<file path="config.mk">
export PLATFORM = sky130hd
export DESIGN_NAME = dual_motor_pwm_direction_drive
export DESIGN_NICKNAME = d
export VERILOG_FILES = /design/src/rtl/dmpd_pkg.sv /design/src/rtl/dual_motor_pwm_direction_drive.sv /design/src/rtl/dmpd_in_stage.sv /design/src/rtl/dmpd_core.sv
export SDC_FILE = /design/constraint.sdc
export NUM_CORES = 1
export LEC_CHECK = 0
export BUFFER_PORTS_ARGS = -buffer_cell sky130_fd_sc_hd__buf_2
export CAP_MARGIN = 40
export CORE_ASPECT_RATIO = 1.25
export CORE_MARGIN = 2
export CORE_UTILIZATION = 50
export CTS_CLUSTER_DIAMETER = 50
export DETAILED_ROUTE_END_ITERATION = 8
export GPL_TIMING_DRIVEN = 0
export HOLD_SLACK_MARGIN = 0.12
export PLACE_DENSITY = 0.69
export SYNTH_ARGS = -nofsm -noshare
export SYNTH_HDL_FRONTEND = slang
export SYNTH_SLANG_ARGS = --single-unit
</file>
<file path="constraint.sdc">
create_clock -name clk -period 5.15 [get_ports clk]
set_input_delay 0.515 -clock clk [delete_from_list [all_inputs] [get_ports clk]]
set_output_delay 0.515 -clock clk [all_outputs]
set_load 0.02 [all_outputs]
</file>
<file path="src/rtl/dmpd_pkg.sv">
// ----------------------------------------------------------------------------
// dmpd_pkg
// Shared types, codes and helpers for the dual motor PWM direction drive.
// ----------------------------------------------------------------------------
package dmpd_pkg;

	// Request kinds
	localparam logic REQ_TICK = 1'b0;
	localparam logic REQ_CMD  = 1'b1;

	// Maneuver codes
	localparam logic [3:0] MAN_FWD    = 4'd0;
	localparam logic [3:0] MAN_BACK   = 4'd1;
	localparam logic [3:0] MAN_TURN_L = 4'd2;
	localparam logic [3:0] MAN_TURN_R = 4'd3;
	localparam logic [3:0] MAN_DRFT_L = 4'd4;
	localparam logic [3:0] MAN_DRFT_R = 4'd5;
	localparam logic [3:0] MAN_STOP   = 4'd6;
	localparam logic [3:0] MAN_BRAKE  = 4'd7;
	localparam logic [3:0] MAN_SET_L  = 4'd8;
	localparam logic [3:0] MAN_SET_R  = 4'd9;

	// Per-motor direction codes
	localparam logic [1:0] DIR_FWD  = 2'd0;
	localparam logic [1:0] DIR_BACK = 2'd1;
	localparam logic [1:0] DIR_LOCK = 2'd2;
	localparam logic [1:0] DIR_FREE = 2'd3;

	// Direction pin patterns, bit 0 is in1, bit 1 is in2
	localparam logic [1:0] PINS_FWD   = 2'b01;
	localparam logic [1:0] PINS_BACK  = 2'b10;
	localparam logic [1:0] PINS_BRAKE = 2'b11;
	localparam logic [1:0] PINS_COAST = 2'b00;

	localparam logic [7:0] DUTY_FULL = 8'd255;
	localparam logic [6:0] RATIO_RST = 7'd50;

	// floor(x / 100) for x < 43699 is (x * 5243) >> 19
	localparam int          PROD_W      = 15;
	localparam logic [12:0] RECIP_100   = 13'd5243;
	localparam int          RECIP_SHIFT = 19;

	typedef struct packed {
		logic       req_type;
		logic [3:0] maneuver;
		logic [1:0] motor_dir;
		logic [7:0] speed;
	} req_t;

	typedef struct packed {
		logic left_pwm;
		logic right_pwm;
		logic left_in1;
		logic left_in2;
		logic right_in1;
		logic right_in2;
	} rsp_t;

	// Registered request plus the speed * ratio product
	typedef struct packed {
		logic                valid;
		req_t                req;
		logic [PROD_W-1:0]   prod;
	} stage_t;

	// One channel's drive setting
	typedef struct packed {
		logic [1:0] pins;
		logic [7:0] duty;
	} chan_t;

	function automatic chan_t drive(input logic [1:0] dir, input logic [7:0] spd);
		chan_t c;
		case (dir)
			DIR_FWD: begin
				c.pins = PINS_FWD;
				c.duty = spd;
			end
			DIR_BACK: begin
				c.pins = PINS_BACK;
				c.duty = spd;
			end
			DIR_LOCK: begin
				c.pins = PINS_BRAKE;
				c.duty = DUTY_FULL;
			end
			default: begin
				c.pins = PINS_COAST;
				c.duty = 8'd0;
			end
		endcase
		return c;
	endfunction

endpackage

</file>
<file path="src/rtl/dual_motor_pwm_direction_drive.sv">
// ----------------------------------------------------------------------------
// dual_motor_pwm_direction_drive
// Two-channel H-bridge driver: PWM ticks and motion commands in, six pin
// levels out per request.
//
//   channel | signals                         | payload
//   --------+---------------------------------+----------------------------
//   in      | in_valid / in_ready             | in_req  (req_t)
//   out     | out_valid / out_ready           | out_rsp (rsp_t)
//   cfg     | cfg_valid / cfg_ready           | cfg_data, turn ratio, 7 bits
//
// One request per cycle sustained while out_ready is high. An accepted request
// sits in the input register, then is decoded into the result register.
// The result register parts the two sides: a new request enters while a
// finished result waits, and the input stalls only when both stages are full.
// Reset clears the counter, duties and pins (coast) and loads ratio 50.
// Config writes are always accepted.
// ----------------------------------------------------------------------------
module dual_motor_pwm_direction_drive (
	input  logic            clk,
	input  logic            arst_n,
	input  logic            in_valid,
	output logic            in_ready,
	input  dmpd_pkg::req_t  in_req,
	output logic            out_valid,
	input  logic            out_ready,
	output dmpd_pkg::rsp_t  out_rsp,
	input  logic            cfg_valid,
	output logic            cfg_ready,
	input  logic [6:0]      cfg_data
);

	logic [6:0]        ratio_q;
	logic              advance;
	dmpd_pkg::stage_t  st_s1;

	// Turn ratio register
	assign cfg_ready = 1'b1;

	always_ff @(posedge clk or negedge arst_n) begin
		if (!arst_n) begin
			ratio_q <= dmpd_pkg::RATIO_RST;
		end else if (cfg_valid && cfg_ready) begin
			ratio_q <= cfg_data;
		end
	end

	dmpd_in_stage u_in_stage (
		.clk      (clk),
		.arst_n   (arst_n),
		.in_valid (in_valid),
		.in_ready (in_ready),
		.in_req   (in_req),
		.ratio    (ratio_q),
		.advance  (advance),
		.st_s1    (st_s1)
	);

	dmpd_core u_core (
		.clk       (clk),
		.arst_n    (arst_n),
		.st_s1     (st_s1),
		.advance   (advance),
		.out_valid (out_valid),
		.out_ready (out_ready),
		.out_rsp   (out_rsp)
	);

endmodule

</file>
<file path="src/rtl/dmpd_in_stage.sv">
// ----------------------------------------------------------------------------
// dmpd_in_stage
// Input register: captures a request and the speed times turn ratio product.
// ----------------------------------------------------------------------------
module dmpd_in_stage (
	input  logic              clk,
	input  logic              arst_n,
	input  logic              in_valid,
	output logic              in_ready,
	input  dmpd_pkg::req_t    in_req,
	input  logic [6:0]        ratio,
	input  logic              advance,
	output dmpd_pkg::stage_t  st_s1
);

	logic                        valid_s1;
	dmpd_pkg::req_t              req_s1;
	logic [dmpd_pkg::PROD_W-1:0] prod_s1;
	logic                        load;

	// Stage frees up when empty or when its request moves on
	assign in_ready = !valid_s1 || advance;
	assign load     = in_valid && in_ready;

	always_ff @(posedge clk or negedge arst_n) begin
		if (!arst_n) begin
			valid_s1 <= 1'b0;
		end else if (load) begin
			valid_s1 <= 1'b1;
		end else if (advance) begin
			valid_s1 <= 1'b0;
		end
	end

	// Payload, product taken ahead of the divide
	always_ff @(posedge clk) begin
		if (load) begin
			req_s1  <= in_req;
			prod_s1 <= dmpd_pkg::PROD_W'({7'd0, in_req.speed} * {8'd0, ratio});
		end
	end

	assign st_s1.valid = valid_s1;
	assign st_s1.req   = req_s1;
	assign st_s1.prod  = prod_s1;

endmodule

</file>
<file path="src/rtl/dmpd_core.sv">
// ----------------------------------------------------------------------------
// dmpd_core
// Command decode, PWM counter and pin state, and the result register.
// ----------------------------------------------------------------------------
module dmpd_core (
	input  logic             clk,
	input  logic             arst_n,
	input  dmpd_pkg::stage_t st_s1,
	output logic             advance,
	output logic             out_valid,
	input  logic             out_ready,
	output dmpd_pkg::rsp_t   out_rsp
);

	logic [7:0]  cnt_q, cnt_n;
	logic [7:0]  lduty_q, lduty_n;
	logic [7:0]  rduty_q, rduty_n;
	logic [1:0]  lpins_q, lpins_n;
	logic [1:0]  rpins_q, rpins_n;
	logic [1:0]  pwm_q, pwm_n;
	logic        out_valid_q;
	dmpd_pkg::rsp_t rsp_q;

	logic [27:0]  recip;
	logic [8:0]   quot;
	logic [7:0]   inner;
	logic [7:0]   spd;
	dmpd_pkg::chan_t lc, rc;

	// Move on when the result register is free or being drained
	assign advance = st_s1.valid && (!out_valid_q || out_ready);

	// Inner wheel speed: divide product by 100, saturate
	assign recip = {13'd0, st_s1.prod} * {15'd0, dmpd_pkg::RECIP_100};
	assign quot  = recip[dmpd_pkg::RECIP_SHIFT +: 9];
	assign inner = (quot > 9'd255) ? dmpd_pkg::DUTY_FULL : quot[7:0];
	assign spd   = st_s1.req.speed;

	// Next state
	always_comb begin
		cnt_n   = cnt_q;
		pwm_n   = pwm_q;
		lc      = '{pins: lpins_q, duty: lduty_q};
		rc      = '{pins: rpins_q, duty: rduty_q};
		if (st_s1.req.req_type == dmpd_pkg::REQ_TICK) begin
			cnt_n = cnt_q + 8'd1;
			pwm_n = {cnt_n < rduty_q, cnt_n < lduty_q};
		end else begin
			case (st_s1.req.maneuver)
				dmpd_pkg::MAN_FWD: begin
					lc = dmpd_pkg::drive(dmpd_pkg::DIR_FWD, spd);
					rc = dmpd_pkg::drive(dmpd_pkg::DIR_FWD, spd);
				end
				dmpd_pkg::MAN_BACK: begin
					lc = dmpd_pkg::drive(dmpd_pkg::DIR_BACK, spd);
					rc = dmpd_pkg::drive(dmpd_pkg::DIR_BACK, spd);
				end
				dmpd_pkg::MAN_TURN_L: begin
					lc = dmpd_pkg::drive(dmpd_pkg::DIR_FWD, inner);
					rc = dmpd_pkg::drive(dmpd_pkg::DIR_FWD, spd);
				end
				dmpd_pkg::MAN_TURN_R: begin
					lc = dmpd_pkg::drive(dmpd_pkg::DIR_FWD, spd);
					rc = dmpd_pkg::drive(dmpd_pkg::DIR_FWD, inner);
				end
				dmpd_pkg::MAN_DRFT_L: begin
					lc = dmpd_pkg::drive(dmpd_pkg::DIR_FREE, 8'd0);
					rc = dmpd_pkg::drive(dmpd_pkg::DIR_FWD, spd);
				end
				dmpd_pkg::MAN_DRFT_R: begin
					lc = dmpd_pkg::drive(dmpd_pkg::DIR_FWD, spd);
					rc = dmpd_pkg::drive(dmpd_pkg::DIR_FREE, 8'd0);
				end
				dmpd_pkg::MAN_STOP: begin
					lc = dmpd_pkg::drive(dmpd_pkg::DIR_FREE, 8'd0);
					rc = dmpd_pkg::drive(dmpd_pkg::DIR_FREE, 8'd0);
				end
				dmpd_pkg::MAN_BRAKE: begin
					lc = dmpd_pkg::drive(dmpd_pkg::DIR_LOCK, 8'd0);
					rc = dmpd_pkg::drive(dmpd_pkg::DIR_LOCK, 8'd0);
				end
				dmpd_pkg::MAN_SET_L: begin
					lc = dmpd_pkg::drive(st_s1.req.motor_dir, spd);
				end
				dmpd_pkg::MAN_SET_R: begin
					rc = dmpd_pkg::drive(st_s1.req.motor_dir, spd);
				end
				default: begin
					// unused codes leave state alone
				end
			endcase
		end
		lduty_n = lc.duty;
		lpins_n = lc.pins;
		rduty_n = rc.duty;
		rpins_n = rc.pins;
	end

	// Driver state
	always_ff @(posedge clk or negedge arst_n) begin
		if (!arst_n) begin
			cnt_q   <= 8'd0;
			lduty_q <= 8'd0;
			rduty_q <= 8'd0;
			lpins_q <= dmpd_pkg::PINS_COAST;
			rpins_q <= dmpd_pkg::PINS_COAST;
			pwm_q   <= 2'b00;
		end else if (advance) begin
			cnt_q   <= cnt_n;
			lduty_q <= lduty_n;
			rduty_q <= rduty_n;
			lpins_q <= lpins_n;
			rpins_q <= rpins_n;
			pwm_q   <= pwm_n;
		end
	end

	// Result register
	always_ff @(posedge clk or negedge arst_n) begin
		if (!arst_n) begin
			out_valid_q <= 1'b0;
		end else if (advance) begin
			out_valid_q <= 1'b1;
		end else if (out_ready) begin
			out_valid_q <= 1'b0;
		end
	end

	always_ff @(posedge clk) begin
		if (advance) begin
			rsp_q <= '{left_pwm: pwm_n[0], right_pwm: pwm_n[1],
				left_in1: lpins_n[0], left_in2: lpins_n[1],
				right_in1: rpins_n[0], right_in2: rpins_n[1]};
		end
	end

	assign out_valid = out_valid_q;
	assign out_rsp   = rsp_q;

`ifndef SYNTHESIS
	a_adv_gives_result: assert property (@(posedge clk) disable iff (!arst_n)
		advance |=> out_valid_q)
		else $error("request advanced without a result");

	a_tick_counts: assert property (@(posedge clk) disable iff (!arst_n)
		(advance && st_s1.req.req_type == dmpd_pkg::REQ_TICK)
		|=> cnt_q == $past(cnt_q) + 8'd1)
		else $error("tick did not advance the PWM counter");

	a_cnt_holds: assert property (@(posedge clk) disable iff (!arst_n)
		!advance |=> $stable(cnt_q) && $stable(lduty_q) && $stable(rduty_q))
		else $error("driver state moved without a request");

	a_brake_pins: assert property (@(posedge clk) disable iff (!arst_n)
		(advance && st_s1.req.req_type == dmpd_pkg::REQ_CMD
			&& st_s1.req.maneuver == dmpd_pkg::MAN_BRAKE)
		|=> rsp_q.left_in1 && rsp_q.left_in2 && rsp_q.right_in1 && rsp_q.right_in2
			&& lduty_q == dmpd_pkg::DUTY_FULL && rduty_q == dmpd_pkg::DUTY_FULL)
		else $error("brake did not drive both bridges to full brake");
`endif

endmodule

</file>
[Word level (Yosys, flattened, before mapping)]
Index checks and enable logic that the tools add are counted.
Cells by class
  magnitude comparators: 3
  $add $sub $neg: 1
  multiply operators: 2
  multiplexer cells: 11
  eq/ne operators: 11
  reductions and logical operators: 19
  bitwise logic cells: 1
Operator list (count)
  10-bit case mux with 6 select lines: 2
  10-bit case mux with 3 select lines: 1
  15-bit by 13-bit multiplier with 28-bit output (second input constant): 1
  10-bit 2-to-1 mux: 2
  4-bit by 3-bit == test with 1-bit output (second input constant): 4
  8-bit < comparator: 2
  8-bit by 7-bit multiplier with 15-bit output: 1
  6-bit nonzero test: 2
  9-bit by 8-bit greater-than comparator with 1-bit output (second input constant): 1
  8-bit by 1-bit adder with 8-bit output (second input constant): 1
  4-bit by 2-bit == test with 1-bit output (second input constant): 2
  4-bit == test (second input constant): 2
  8-bit 2-to-1 mux: 1
  3-bit AND reduction: 2
  3-bit OR reduction: 2
  4-bit by 1-bit == test with 1-bit output (second input constant): 1
  4-bit logical NOT: 1
  1-bit 2-to-1 mux: 4
  2-bit nonzero test: 2
  2-bit OR reduction: 2
  2-bit by 1-bit == test with 1-bit output (second input constant): 1
  2-bit == test (second input constant): 1
  1-bit logical AND: 2
  1-bit logical NOT: 2
  5 further kinds: 6
Word-level totals
  bits in registers: 75
  logic and storage cells: 68

[Longest topological paths before layout]
Gate-level depths: netlist (run 1).
  depth after elaboration: 6
  mapped depth: 19
  mapped depth without buffers: 18

[Hierarchy]
Synthesis (run 1) repeated with hierarchy kept, for this count alone.
Second synthesis, totals
  cell total of the unflattened synthesis: 984
  area total of the unflattened synthesis: 9614.2 µm²
By module, submodules not included
  dmpd_core: seq. area each 955.9 µm², area each 6439.9 µm², cells each 712, instances 1
  dmpd_in_stage: seq. area each 925.9 µm², area each 2867.8 µm², cells each 255, instances 1
  dual_motor_pwm_direction_drive: seq. area each 178.9 µm², area each 306.5 µm², cells each 17, instances 1

[Worst setup path after synthesis (run 1)]
OpenSTA, ideal clock, no wires.
  path kind: reg-to-reg
  start point: reg u_in_stage.prod_s1[9] (netlist bit)
  end point: reg u_core.lduty_q[4]
  setup time: 0.130 ns
  arrival: 4.708 ns
  path slack: 0.312 ns
  required time: 5.020 ns
  cell stages (with the launch flop): 19
  cell sequence: edfxtp_1 > fa_1 > ha_1 > inv_1 > fa_1 > inv_1 > fa_1 > inv_1 > fa_1 > inv_1 > ha_1 > and4_4 > and2_4 > a311oi_2 > nand2_1 > a21oi_2 > o21ba_2 > nor4b_1 > nor3_1
On the way
  word-level cells in the longest chain between the ends: 4
RTL lines
  from (decl): RTL line dmpd_in_stage.sv:18  | logic [dmpd_pkg::PROD_W-1:0] prod_s1;
  from (signal assigned): RTL line dmpd_in_stage.sv:39  | prod_s1 <= dmpd_pkg::PROD_W'({7'd0, in_req.speed} * {8'd0, ratio});
  15-bit by 13-bit multiplier with 28-bit output *: RTL line dmpd_core.sv:34  | assign recip = {13'd0, st_s1.prod} * {15'd0, dmpd_pkg::RECIP_100};
  9-bit by 8-bit greater-than comparator with 1-bit output: RTL line dmpd_core.sv:36  | assign inner = (quot > 9'd255) ? dmpd_pkg::DUTY_FULL : quot[7:0];
  8-bit 2-to-1 mux *: RTL line dmpd_core.sv:36
  10-bit case mux with 6 select lines *: RTL line dmpd_core.sv:49  | case (st_s1.req.maneuver)
  to (signal assigned): RTL line dmpd_core.sv:110  | lduty_q <= lduty_n;
  to (decl): RTL line dmpd_core.sv:16  | logic [7:0] lduty_q, lduty_n;
Every way passes the cells marked *; elsewhere a longest branch is shown, timed or not.
A chain may end at the register's enable or synchronous reset.

[Worst setup path after layout (run 1)]
  start point: reg u_in_stage.prod_s1[9] (netlist bit)
  end point: reg u_core.lduty_q[5]
Same word-level chain as after synthesis.

==> results of run 1 <==
==> registers in the layout, indices dropped and copies added (netlist names) <==
| name | cells |
|---|---|
| u_core.lpins_q | 2 |
| u_core.rpins_q | 2 |
| ratio_q | 7 |
| u_in_stage.valid_s1 | 1 |
| u_core.rduty_q | 8 |
| u_in_stage.prod_s1 | 15 |
| u_core.cnt_q | 8 |
| u_core.lduty_q | 8 |
| u_core.out_valid | 1 |
| u_in_stage.st_s1 | 15 |
| u_core.out_rsp | 6 |
| u_core.pwm_q | 2 |
==> final timing paths <==
check	end	slack [ps]
setup reg to reg	u_core.lduty_q[5]	60
setup / recovery	u_core.lduty_q[5]	60
max in group asynchronous	ratio_q[5]	4440
hold reg to reg	u_core.rpins_q[0]	490
hold / removal	u_core.cnt_q[5]	130
min in group clk	u_in_stage.st_s1[25]	340
==> per-layer routing <==
layer,routed length [um],vias up,part of all wire
met5,0,-,0
met4,408,0,0.021
met3,557,27,0.029
met2,9970,120,0.52
met1,8300,3227,0.43
li1,-,3263,-
==> cell type report <==
cell class	instances	area [um2]	share of cell area
timing repair buffer	68	487	0.0463
buffer	22	104	0.00988
tap	228	285	0.0271
sequential	75	2060	0.196
clock inverter	7	76.3	0.00726
clock buffer	9	225	0.0214
inverter	187	702	0.0668
multi-input combinational	653	6570	0.625
==> kinds of logic after synthesis <==
logic type / after synthesis / share of synthesized area
fa+ha+maj: 249 / 0.420
buf+inv: 209 / 0.0879
simple gates: 207 / 0.108
compound gates: 146 / 0.107
flops: 75 / 0.225
xor+xnor: 34 / 0.0325
mux: 16 / 0.0188
other cells: 1 / 0.000409
==> cells in the final DEF (no fill, tap or decap), types with 6 or more instances in the layout <==
master,instances
nand2_1,73
nand3_1,13
fa_1,98
nor3_1,11
buf_6,6
mux2_2,10
o21a_1,14
clkbuf_16,9
edfxtp_1,36
inv_1,177
xor2_1,8
ha_1,143
o21ai_0,21
clkbuf_1,11
buf_4,28
nand4_1,6
ha_4,8
xnor2_1,25
o22ai_1,6
a21oi_1,39
nand2b_1,7
inv_2,10
buf_2,41
dfrtp_1,36
nor2_1,39
and2_1,24
mux2i_1,6
==> through the flow <==
stage	area, um2	utilization
floorplan	9160	-
global placement	9610	0.533
detailed placement	9660	0.536
CTS	10100	0.559
global route	10500	0.583
finish	10500	0.583
==> repair_timing <==
item,CTS,global route
resized for setup,4,56
gates cloned,0,1
buffers inserted,14,18
endpoints found under the setup margin,8,16
pin swaps,5,19
==> out/qor.txt, run 1 <==
Synth top area cells: fa_1 21%, ha_1 21%, edfxtp_1 12%
Post-Syn Instances: 937
Total number of vias: 6637
Synth Flop Type: edfxtp_1
Skew-Pair Late Insertion Delay: 340 ps
Initial antenna violation count: 0
Syn Nets: 1213
Critical path startpoint: u_in_stage.prod_s1[9]
Critical path's largest stage delay: 560 ps
Drt drc: 0
Core box area: 18000 um2
Fmax: 0.196 GHz
Max Clock Skew: 10.1 ps
Crit path buf inv count: 5
Synth unique cells: 68
Synth Warn #: 0
Drt first-iter violations: 222
Mean Syn Cell Area: 9.78 um2
GRT Overall Usage: 0.210
Count of state elements after synthesis: 75
Met1 GRT Util: 0.258
Critical path data required time: 5380 ps
Die footprint: 19400 um2
Critical Path Fanout Max: 4
Slowest CP cell: fa_1
DRT Pass-1 Iters: 7
Post-synth top area share: 0.214
Routed WL per cell: 15.4 um
Die Wd: 125 um
Detailed Route WL: 19.2 mm
Die H: 155 um
Antenna-violating nets left: 0
Crit path max-delay family: adder cells
Mapped Area: 9160 um2
Vias in the first global route: 7205
R2R depth: 18
Nature of the critical path endpoint: flip-flop
Fin crit period: 5090 ps
GRT overflow: 0
Clock sinks: 75
Detailed-route vias per instance: 5.31
Fillers: 1566
# placed instances: 1200
Busiest layer in global routing: met2
First-pass GRT wire length: 33.2 mm
# H-tree levels: 3
Ys async rst share: 0.520
Number of enable flip-flop cells after synthesis: 36
Worst r2r src: u_in_stage.prod_s1[9]
Stages on worst setup path: 18
RSZ-0062 raised after global routing: true
DPL Wire Length: 15.6 mm
Crit path DAT: 5320 ps
Worst-margin pin slew: 922 ps
Rel. slew slack: 0.379
CP most frequent cell: fa_1
HP Class: in2async
CTS buffer count: 9
Status: finished, final reports clean
Final WS setup: 57.1 ps
Share of layout cells above drive strength 1: 0.167
Endpoints failing setup: 0
Largest net degree at the start of global routing: 22
Pre-CTS setup slack: -120 ps
Final cycle utilization of the critical path: 0.989
Non-Filler Instances: 1249
Antenna cells: 0
Hold_buf cts: 0
Critical path launch point type: flip-flop
CP cell instances: buf_4, buf_4, ha_1, fa_1, fa_1, fa_1, inv_1, fa_1, inv_1, ha_1, nand2_2, o21ai_1, a211oi_2, buf_4, or3_1, a31oi_4, o221ai_2, o21a_1
Most common cell in the synthesized netlist: inv_1
Sequential area share after synthesis: 0.225
Top post-synthesis cells by count: 187 x inv_1, 151 x ha_1, 98 x fa_1, 74 x nand2_1, 44 x nor2_1
Fin. max-slew vios: 0
Yosys top cell by area: fa_1
Area delta synth->final: 14.7%
Rows: 55
Ports: 36
Fin nets: 1292
Setup Crit Path Kind: reg2reg
Initial core utilization: 0.508
Met3 Usage GRT: 0.0254
CTS clk-pin slew, worst paths: 60 ps
Hold WS: 133 ps
Worst-case clock buffer depth: 2
CTS tree: built
Placer congestion estimate: 0.899
Root buffer cell: clkbuf_16
Setup_tns: 0 ps
Max-Cap Viols: 0
Met2 GRT Util: 0.384
Port Buffers: 33
Endpoints failing hold: 0
Power of run 1 is not shown: default switching activity piles up to over one toggle a cycle in this logic, so the estimate is an artifact.
==> inputs of run 2 (changes only) <==
--- a/config.mk
+++ b/config.mk
@@ -15,6 +15,7 @@
 export GPL_TIMING_DRIVEN = 0
 export HOLD_SLACK_MARGIN = 0.12
 export PLACE_DENSITY = 0.69
+export SETUP_SLACK_MARGIN = 0.15
 export SYNTH_ARGS = -nofsm -noshare
 export SYNTH_HDL_FRONTEND = slang
 export SYNTH_SLANG_ARGS = --single-unit
==> run 2 against run 1 <==
Effect of this change:
- utilization up 1.4 points
- hold slack improved by 1.1 ps
- cell area is 2.4% higher
- critical endpoint is now u_core.rduty_q[1]
- cell count is 0.88% higher
- via count is 1.8% higher
- flip-flop and latch count unchanged
- routed wire length is 4.5% higher
- clock-buffer cell count unchanged
- first-iteration DRC count decreased by 6.8%
- global-route usage up 0.61 points
==> out/qor.txt, run 2 (synthesis results as in run 1) <==
Met1 GRT Util: 0.261 (was 0.258)
CTS buffer count: 9 (unchanged)
Final core occ: 0.597 (was 0.583)
Core box area: 18000 um2 (unchanged)
Met2 GRT Util: 0.391 (was 0.384)
Max-Cap Viols: 0 (unchanged)
Busiest layer in global routing: met2 (unchanged)
Max Clock Skew: 10.7 ps (was 10.1 ps)
Initial core utilization: 0.508 (unchanged)
Final cycle utilization of the critical path: 0.983 (was 0.989)
CTS clk-pin slew, worst paths: 60 ps (about the same)
Initial antenna violation count: 0 (unchanged)
GRT Overall Usage: 0.216 (was 0.210)
Hold_buf cts: 0 (unchanged)
Crit path DAT: 5300 ps (was 5320 ps)
Fillers: 1529 (was 1566)
GRT overflow: 0 (unchanged)
Root buffer cell: clkbuf_16 (unchanged)
Fin crit period: 5060 ps (was 5090 ps)
Leading cell type in the layout, fill and taps excluded: inv_1 (unchanged)
Drt drc: 0 (unchanged)
Reg area: 2060 um2 (unchanged)
Total number of vias: 6759 (was 6637)
Endpoints failing hold: 0 (unchanged)
Nature of the critical path endpoint: flip-flop (unchanged)
Antenna cells: 0 (unchanged)
R2R Setup Slk: 90 ps (was 60 ps)
Critical path data required time: 5390 ps (was 5380 ps)
Fin. max-slew vios: 0 (unchanged)
Rows: 55 (unchanged)
CP Capture Point: u_core.rduty_q[1] (was u_core.lduty_q[5])
Clock sinks: 75 (unchanged)
DP Area: 9660 um2 (unchanged)
DRT Pass-1 Iters: 4 (was 7)
# H-tree levels: 3 (unchanged)
Critical Path Fanout Max: 5 (was 4)
Largest net degree at the start of global routing: 22 (unchanged)
Vias in the first global route: 7367 (was 7205)
Most frequent cells in the layout: 174 x inv_1, 140 x ha_1, 95 x fa_1 (was 177 x inv_1, 143 x ha_1, 98 x fa_1)
Multi-input gate area: 6730 um2 (was 6570 um2)
Antenna-violating nets left: 0 (unchanged)
Worst r2r src: u_in_stage.prod_s1[10] (was u_in_stage.prod_s1[9])
Setup Crit Path Kind: reg2reg (unchanged)
DPL Wire Length: 15.6 mm (unchanged)
Finished Cell Area: 10800 um2 (was 10500 um2)
Worst-margin pin slew: 846 ps (was 922 ps)
Die Wd: 125 um (unchanged)
First-pass GRT wire length: 34.1 mm (was 33.2 mm)
Placer congestion estimate: 0.899 (unchanged)
Die footprint: 19400 um2 (unchanged)
Endpoints failing setup: 0 (unchanged)
HP Class: in2async (unchanged)
CTS tree: built (unchanged)
Ports: 36 (unchanged)
Met3 Usage GRT: 0.0296 (was 0.0254)
Critical path startpoint: u_in_stage.prod_s1[10] (was u_in_stage.prod_s1[9])
Status: finished, final reports clean (unchanged)
Share of layout cells above drive strength 1: 0.195 (was 0.167)
Skew-Pair Late Insertion Delay: 340 ps (about the same)
Critical path launch point type: flip-flop (unchanged)
FF-to-FF End: u_core.rduty_q[1] (was u_core.lduty_q[5])
Port Buffers: 33 (unchanged)
Fmax: 0.197 GHz (was 0.196 GHz)
Detailed Route WL: 20.1 mm (was 19.2 mm)
Fin nets: 1303 (was 1292)
Worst-case clock buffer depth: 2 (unchanged)
Area delta synth->final: 17.4% (was 14.7%)
Die H: 155 um (unchanged)
Detailed-route vias per instance: 5.36 (was 5.31)
Rel. slew slack: 0.430 (was 0.379)
R2R depth: 17 (was 18)
RSZ-0062 raised after global routing: true (unchanged)
Drt first-iter violations: 207 (was 222)
Routed WL per cell: 15.9 um (was 15.4 um)
-- run 2: cell count changes in the layout (fill, tap and decap cells not counted), moves of 3 or more --
| cell | change |
|---|---|
| buf_4 | +9 |
| fa_1 | -3 |
| fa_2 | +3 |
| ha_1 | -3 |
| inv_1 | -3 |
| inv_2 | +3 |
| nor3_1 | -3 |
-- run 2: critical path: stages (launching register included) --
cell and delay (ps):
edfxtp_1 400, buf_4 170, ha_1 330, fa_1 580, fa_1 440, fa_1 490, inv_1 50, fa_1 520
inv_1 50, ha_1 380, nand2_2 140, a2111oi_4 350, o31ai_4 140, and2_4 190, o211ai_4 320, buf_6 190
nor2_2 50, o221ai_1 170
-- run 2: repair_timing --
action	in CTS	in global routing
setup endpoints to repair	16	16
cloned	1	0
gates resized for setup	48	44
pin swaps	35	29
buffers inserted	27	16
-- run 2: how the worst min path moves through the flow --
| stage | start | end | slack (ps) |
|---|---|---|---|
| finish | arst_n | u_core.cnt_q[5] | 130 |
| global route | arst_n | u_core.cnt_q[5] | 160 |
| CTS | arst_n | u_core.cnt_q[5] | 130 |
| detailed placement | u_core.rduty_q[6] | u_core.rduty_q[6] | 470 |
| global placement | u_core.rpins_q[0] | u_core.rpins_q[0] | 460 |
| floorplan | arst_n | ratio_q[0] | 220 |
-- run 2: cell type report --
type / instances / share of cell area
Buffer: 22 / 0.00965
Inverter: 187 / 0.0652
Timing Repair Buffer: 79 / 0.0536
Clock inverter: 7 / 0.00709
Clock buffer: 9 / 0.0209
Tap cell: 228 / 0.0265
Multi-Input combinational cell: 653 / 0.626
Sequential cell: 75 / 0.191
-- run 2: per-layer routing --
layer / up-vias / routed length (um)
met1: 3305 / 8380
li1: 3284 / -
met5: - / 0
met2: 125 / 10400
met4: 0 / 656
met3: 45 / 600
-- run 2: through the flow --
| step | TNS [ps] | setup slack (ps) | instances | hold WS [ps] |
|---|---|---|---|---|
| after floorplan | 0 | 312 | 937 | 219 |
| after global placement | -188 | -104 | 1198 | 464 |
| after detailed placement | -449 | -120 | 1200 | 473 |
| after CTS | 0 | 128 | 1244 | 132 |
| after global routing | -1180 | -159 | 1260 | 163 |
| final | 0 | 85.9 | 1260 | 134 |
Power of run 2 is left out for the same reason.
==> inputs of run 3 (changes only) <==
--- a/config.mk
+++ b/config.mk
@@ -5,6 +5,7 @@
 export SDC_FILE = /design/constraint.sdc
 export NUM_CORES = 1
 export LEC_CHECK = 0
+export ABC_AREA = 1
 export BUFFER_PORTS_ARGS = -buffer_cell sky130_fd_sc_hd__buf_2
 export CAP_MARGIN = 40
 export CORE_ASPECT_RATIO = 1.25
==> run 3 against run 2 <==
Effect of this change:
- utilization down 3.6 points
- cell count up 14%
- routed wire length up 1.6%
- non-clock buffer count down 41
- flip-flop and latch count unchanged
- clock-buffer cell count unchanged
- first-iteration DRC count up 87%
- largest cell class unchanged
- hold slack worse by 9.1 ps
- cell area down 1.7%
- synthesized cell count up 21%
- synthesized area up 5.6%
- critical endpoint is now u_core.lduty_q[7]
- worst setup slack better by 320 ps
==> out/qor.txt, run 3 <==
Nature of the critical path endpoint: flip-flop (unchanged)
Largest net degree at the start of global routing: 24 (was 22)
Die H: 160 um (was 155 um)
Critical Path Fanout Max: 8 (was 5)
Endpoints failing hold: 0 (unchanged)
Detailed Route WL: 20.4 mm (was 20.1 mm)
Fillers: 1669 (was 1529)
HP Class: in2async (unchanged)
Post-Syn Instances: 1137 (was 937)
Multi-input gate area: 6530 um2 (was 6730 um2)
Largest family of logic cells by synthesized area: adder cells (unchanged)
Synth Area in Simple Gates: 0.159 (was 0.108)
Number of enable flip-flop cells after synthesis: 36 (unchanged)
Leading cell type in the layout, fill and taps excluded: inv_1 (unchanged)
Most frequent cells in the layout: 267 x inv_1, 220 x nand2_1, 151 x ha_1 (was 174 x inv_1, 140 x ha_1, 95 x fa_1)
Critical path data required time: 5420 ps (was 5390 ps)
Initial antenna violation count: 0 (unchanged)
Synth top area cells: fa_1 20%, ha_1 20%, edfxtp_1 11% (was fa_1 21%, ha_1 21%, edfxtp_1 12%)
Post-synthesis mux area share: 0.0105 (was 0.0188)
R2R depth: 21 (was 17)
Antenna-violating nets left: 0 (unchanged)
Initial core utilization: 0.513 (was 0.508)
Sequential area share after synthesis: 0.213 (was 0.225)
CTS buffer count: 9 (unchanged)
Drt first-iter violations: 388 (was 207)
Setup_tns: 0 ps (unchanged)
Skew-Pair Late Insertion Delay: 350 ps (was 340 ps)
First-pass GRT wire length: 35.5 mm (was 34.1 mm)
Antenna cells: 0 (unchanged)
Ports: 36 (unchanged)
Die Wd: 128 um (was 125 um)
Rows: 56 (was 55)
Post-synth top area share: 0.203 (was 0.214)
Synth Area in XOR/XNOR: 0.0181 (was 0.0325)
Endpoints failing setup: 0 (unchanged)
RSZ-0062 raised after global routing: true (unchanged)
Die footprint: 20500 um2 (was 19400 um2)
Mean Syn Cell Area: 8.51 um2 (was 9.78 um2)
Fin crit period: 4740 ps (was 5060 ps)
Detailed-route vias per instance: 5.21 (was 5.36)
Rel. slew slack: 0.550 (was 0.430)
Clock sinks: 75 (unchanged)
Crit path DAT: 5010 ps (was 5300 ps)
Final cycle utilization of the critical path: 0.921 (was 0.983)
Vias in the first global route: 7700 (was 7367)
Synth Area in Adders: 0.398 (was 0.420)
Routed WL per cell: 14.3 um (was 15.9 um)
DPL Wire Length: 17.0 mm (was 15.6 mm)
# H-tree levels: 3 (unchanged)
Post-CTS resize count: 0 (was 48)
Ys async rst share: 0.520 (unchanged)
Total number of vias: 7455 (was 6759)
Fin nets: 1471 (was 1303)
Drt drc: 0 (unchanged)
Share of layout cells above drive strength 1: 0.103 (was 0.195)
Core box area: 18800 um2 (was 18000 um2)
Most common cell in the synthesized netlist: inv_1 (unchanged)
Reg area: 2060 um2 (unchanged)
GRT overflow: 0 (unchanged)
Count of state elements after synthesis: 75 (unchanged)
Status: finished, final reports clean (unchanged)
Syn Nets: 1413 (was 1213)
FF-to-FF End: u_core.lduty_q[7] (was u_core.rduty_q[1])
Synth unique cells: 44 (was 68)
Port Buffers: 33 (unchanged)
Synth Warn #: 0 (unchanged)
Yosys top cell by area: fa_1 (unchanged)
Worst-margin pin slew: 671 ps (was 846 ps)
Worst r2r src: u_in_stage.prod_s1[5] (was u_in_stage.prod_s1[10])
Root buffer cell: clkbuf_16 (unchanged)
Critical path launch point type: flip-flop (unchanged)
CTS tree: built (unchanged)
CTS clk-pin slew, worst paths: 70 ps (was 60 ps)
Top post-synthesis cells by count: 267 x inv_1, 220 x nand2_1, 151 x ha_1, 98 x fa_1, 51 x a21oi_1 (was 187 x inv_1, 151 x ha_1, 98 x fa_1, 74 x nand2_1, 44 x nor2_1)
Fmax: 0.211 GHz (was 0.197 GHz)
Setup Crit Path Kind: reg2reg (unchanged)
Mapped Area: 9680 um2 (was 9160 um2)
Max-Cap Viols: 0 (unchanged)
Max Clock Skew: 11.4 ps (was 10.7 ps)
GRT Overall Usage: 0.216 (about the same)
Placer congestion estimate: 0.939 (was 0.899)
Synth Flop Type: edfxtp_1 (unchanged)
R2R Setup Slk: 410 ps (was 90 ps)
Synth Area in Compound Gates: 0.0883 (was 0.107)
DRT Pass-1 Iters: 6 (was 4)
Worst-case clock buffer depth: 2 (unchanged)
Area delta synth->final: 9.29% (was 17.4%)
Fin. max-slew vios: 0 (unchanged)
## run 3: cell types whose count changed after synthesis, moves of 10 or more
| cell | delta |
|---|---|
| nand2_2 | +11 |
| o21a_1 | -14 |
| a21boi_1 | +10 |
| nand3_1 | +13 |
| inv_1 | +80 |
| and2_1 | -24 |
| nand2_1 | +146 |
| o21ai_0 | +24 |
| xnor2_1 | -23 |
## run 3: cell type report
class	count	area share
Timing Repair Buffer	47	0.0293
Buffer	13	0.00591
Sequential cell	75	0.195
Inverter	274	0.0972
Clock buffer	9	0.0213
Clock inverter	7	0.00698
Tap cell	232	0.0274
Multi-Input combinational cell	775	0.617
## run 3: critical path, cell delays in order (launching register included)
cell and delay [ps]:
edfxtp_1 480, inv_1 170, fa_1 550, inv_1 40, ha_1 220, fa_1 510
fa_1 500, inv_1 60, fa_1 530, inv_1 40, ha_1 330, a21oi_1 220
o21ai_1 120, nand2_1 120, nand2_1 60, nand2_1 70, nand3_1 70, nand2_1 70
nand2_2 110, nand2_1 150, nand2_1 70, a21boi_1 150
## run 3: worst max-delay path by stage
stage | cells past startpoint | end | slack (ps) | startpoint
after floorplan | 22 | u_core.lduty_q[3] | 820 | u_in_stage.prod_s1[12]
after global placement | 22 | u_core.rduty_q[4] | 440 | u_in_stage.prod_s1[4]
after detailed placement | 22 | u_core.rduty_q[4] | 390 | u_in_stage.prod_s1[4]
after CTS | 22 | u_core.lduty_q[4] | 380 | u_in_stage.prod_s1[4]
after global routing | 22 | u_core.lduty_q[5] | 140 | u_in_stage.prod_s1[11]
final | 21 | u_core.lduty_q[7] | 410 | u_in_stage.prod_s1[5]
## run 3: repair_timing
action	CTS	global route
hold buffers	0	0
hold endpoints to repair	0	0
buffers inserted	0	12
setup endpoints to repair	0	12
## run 3: through the flow
step | cell area [um2] | std cells | setup slack [ps] | utilization | hold WS [ps]
after floorplan | 9680 | 1137 | 817 | - | 219
after global placement | 10100 | 1402 | 440 | 0.538 | 470
after detailed placement | 10200 | 1404 | 394 | 0.541 | 480
after CTS | 10500 | 1420 | 384 | 0.556 | 143
after global routing | 10600 | 1432 | 139 | 0.561 | 156
final | 10600 | 1432 | 405 | 0.561 | 125
## run 3: cell families (layout without fill, tap and decap cells)
kind of cell             after synthesis  after routing
AO/OA/AOI/OAI                        148            148
XOR/XNOR                              20             20
adder cells (fa/ha/maj)              249            249
buffers and inverters                287            350
flip-flops                            75             75
multiplexers                           9              9
other                                  1              1
AND/OR/NAND/NOR                      348            348
## run 3: routing by layer
layer	routed length, um	global-route usage	vias to the layer above
met5	0	0	-
met4	702	0.0904	0
met3	630	0.0198	42
met2	10400	0.381	159
met1	8670	0.268	3564
li1	-	-	3690
Power of run 3 is left out for the same reason.
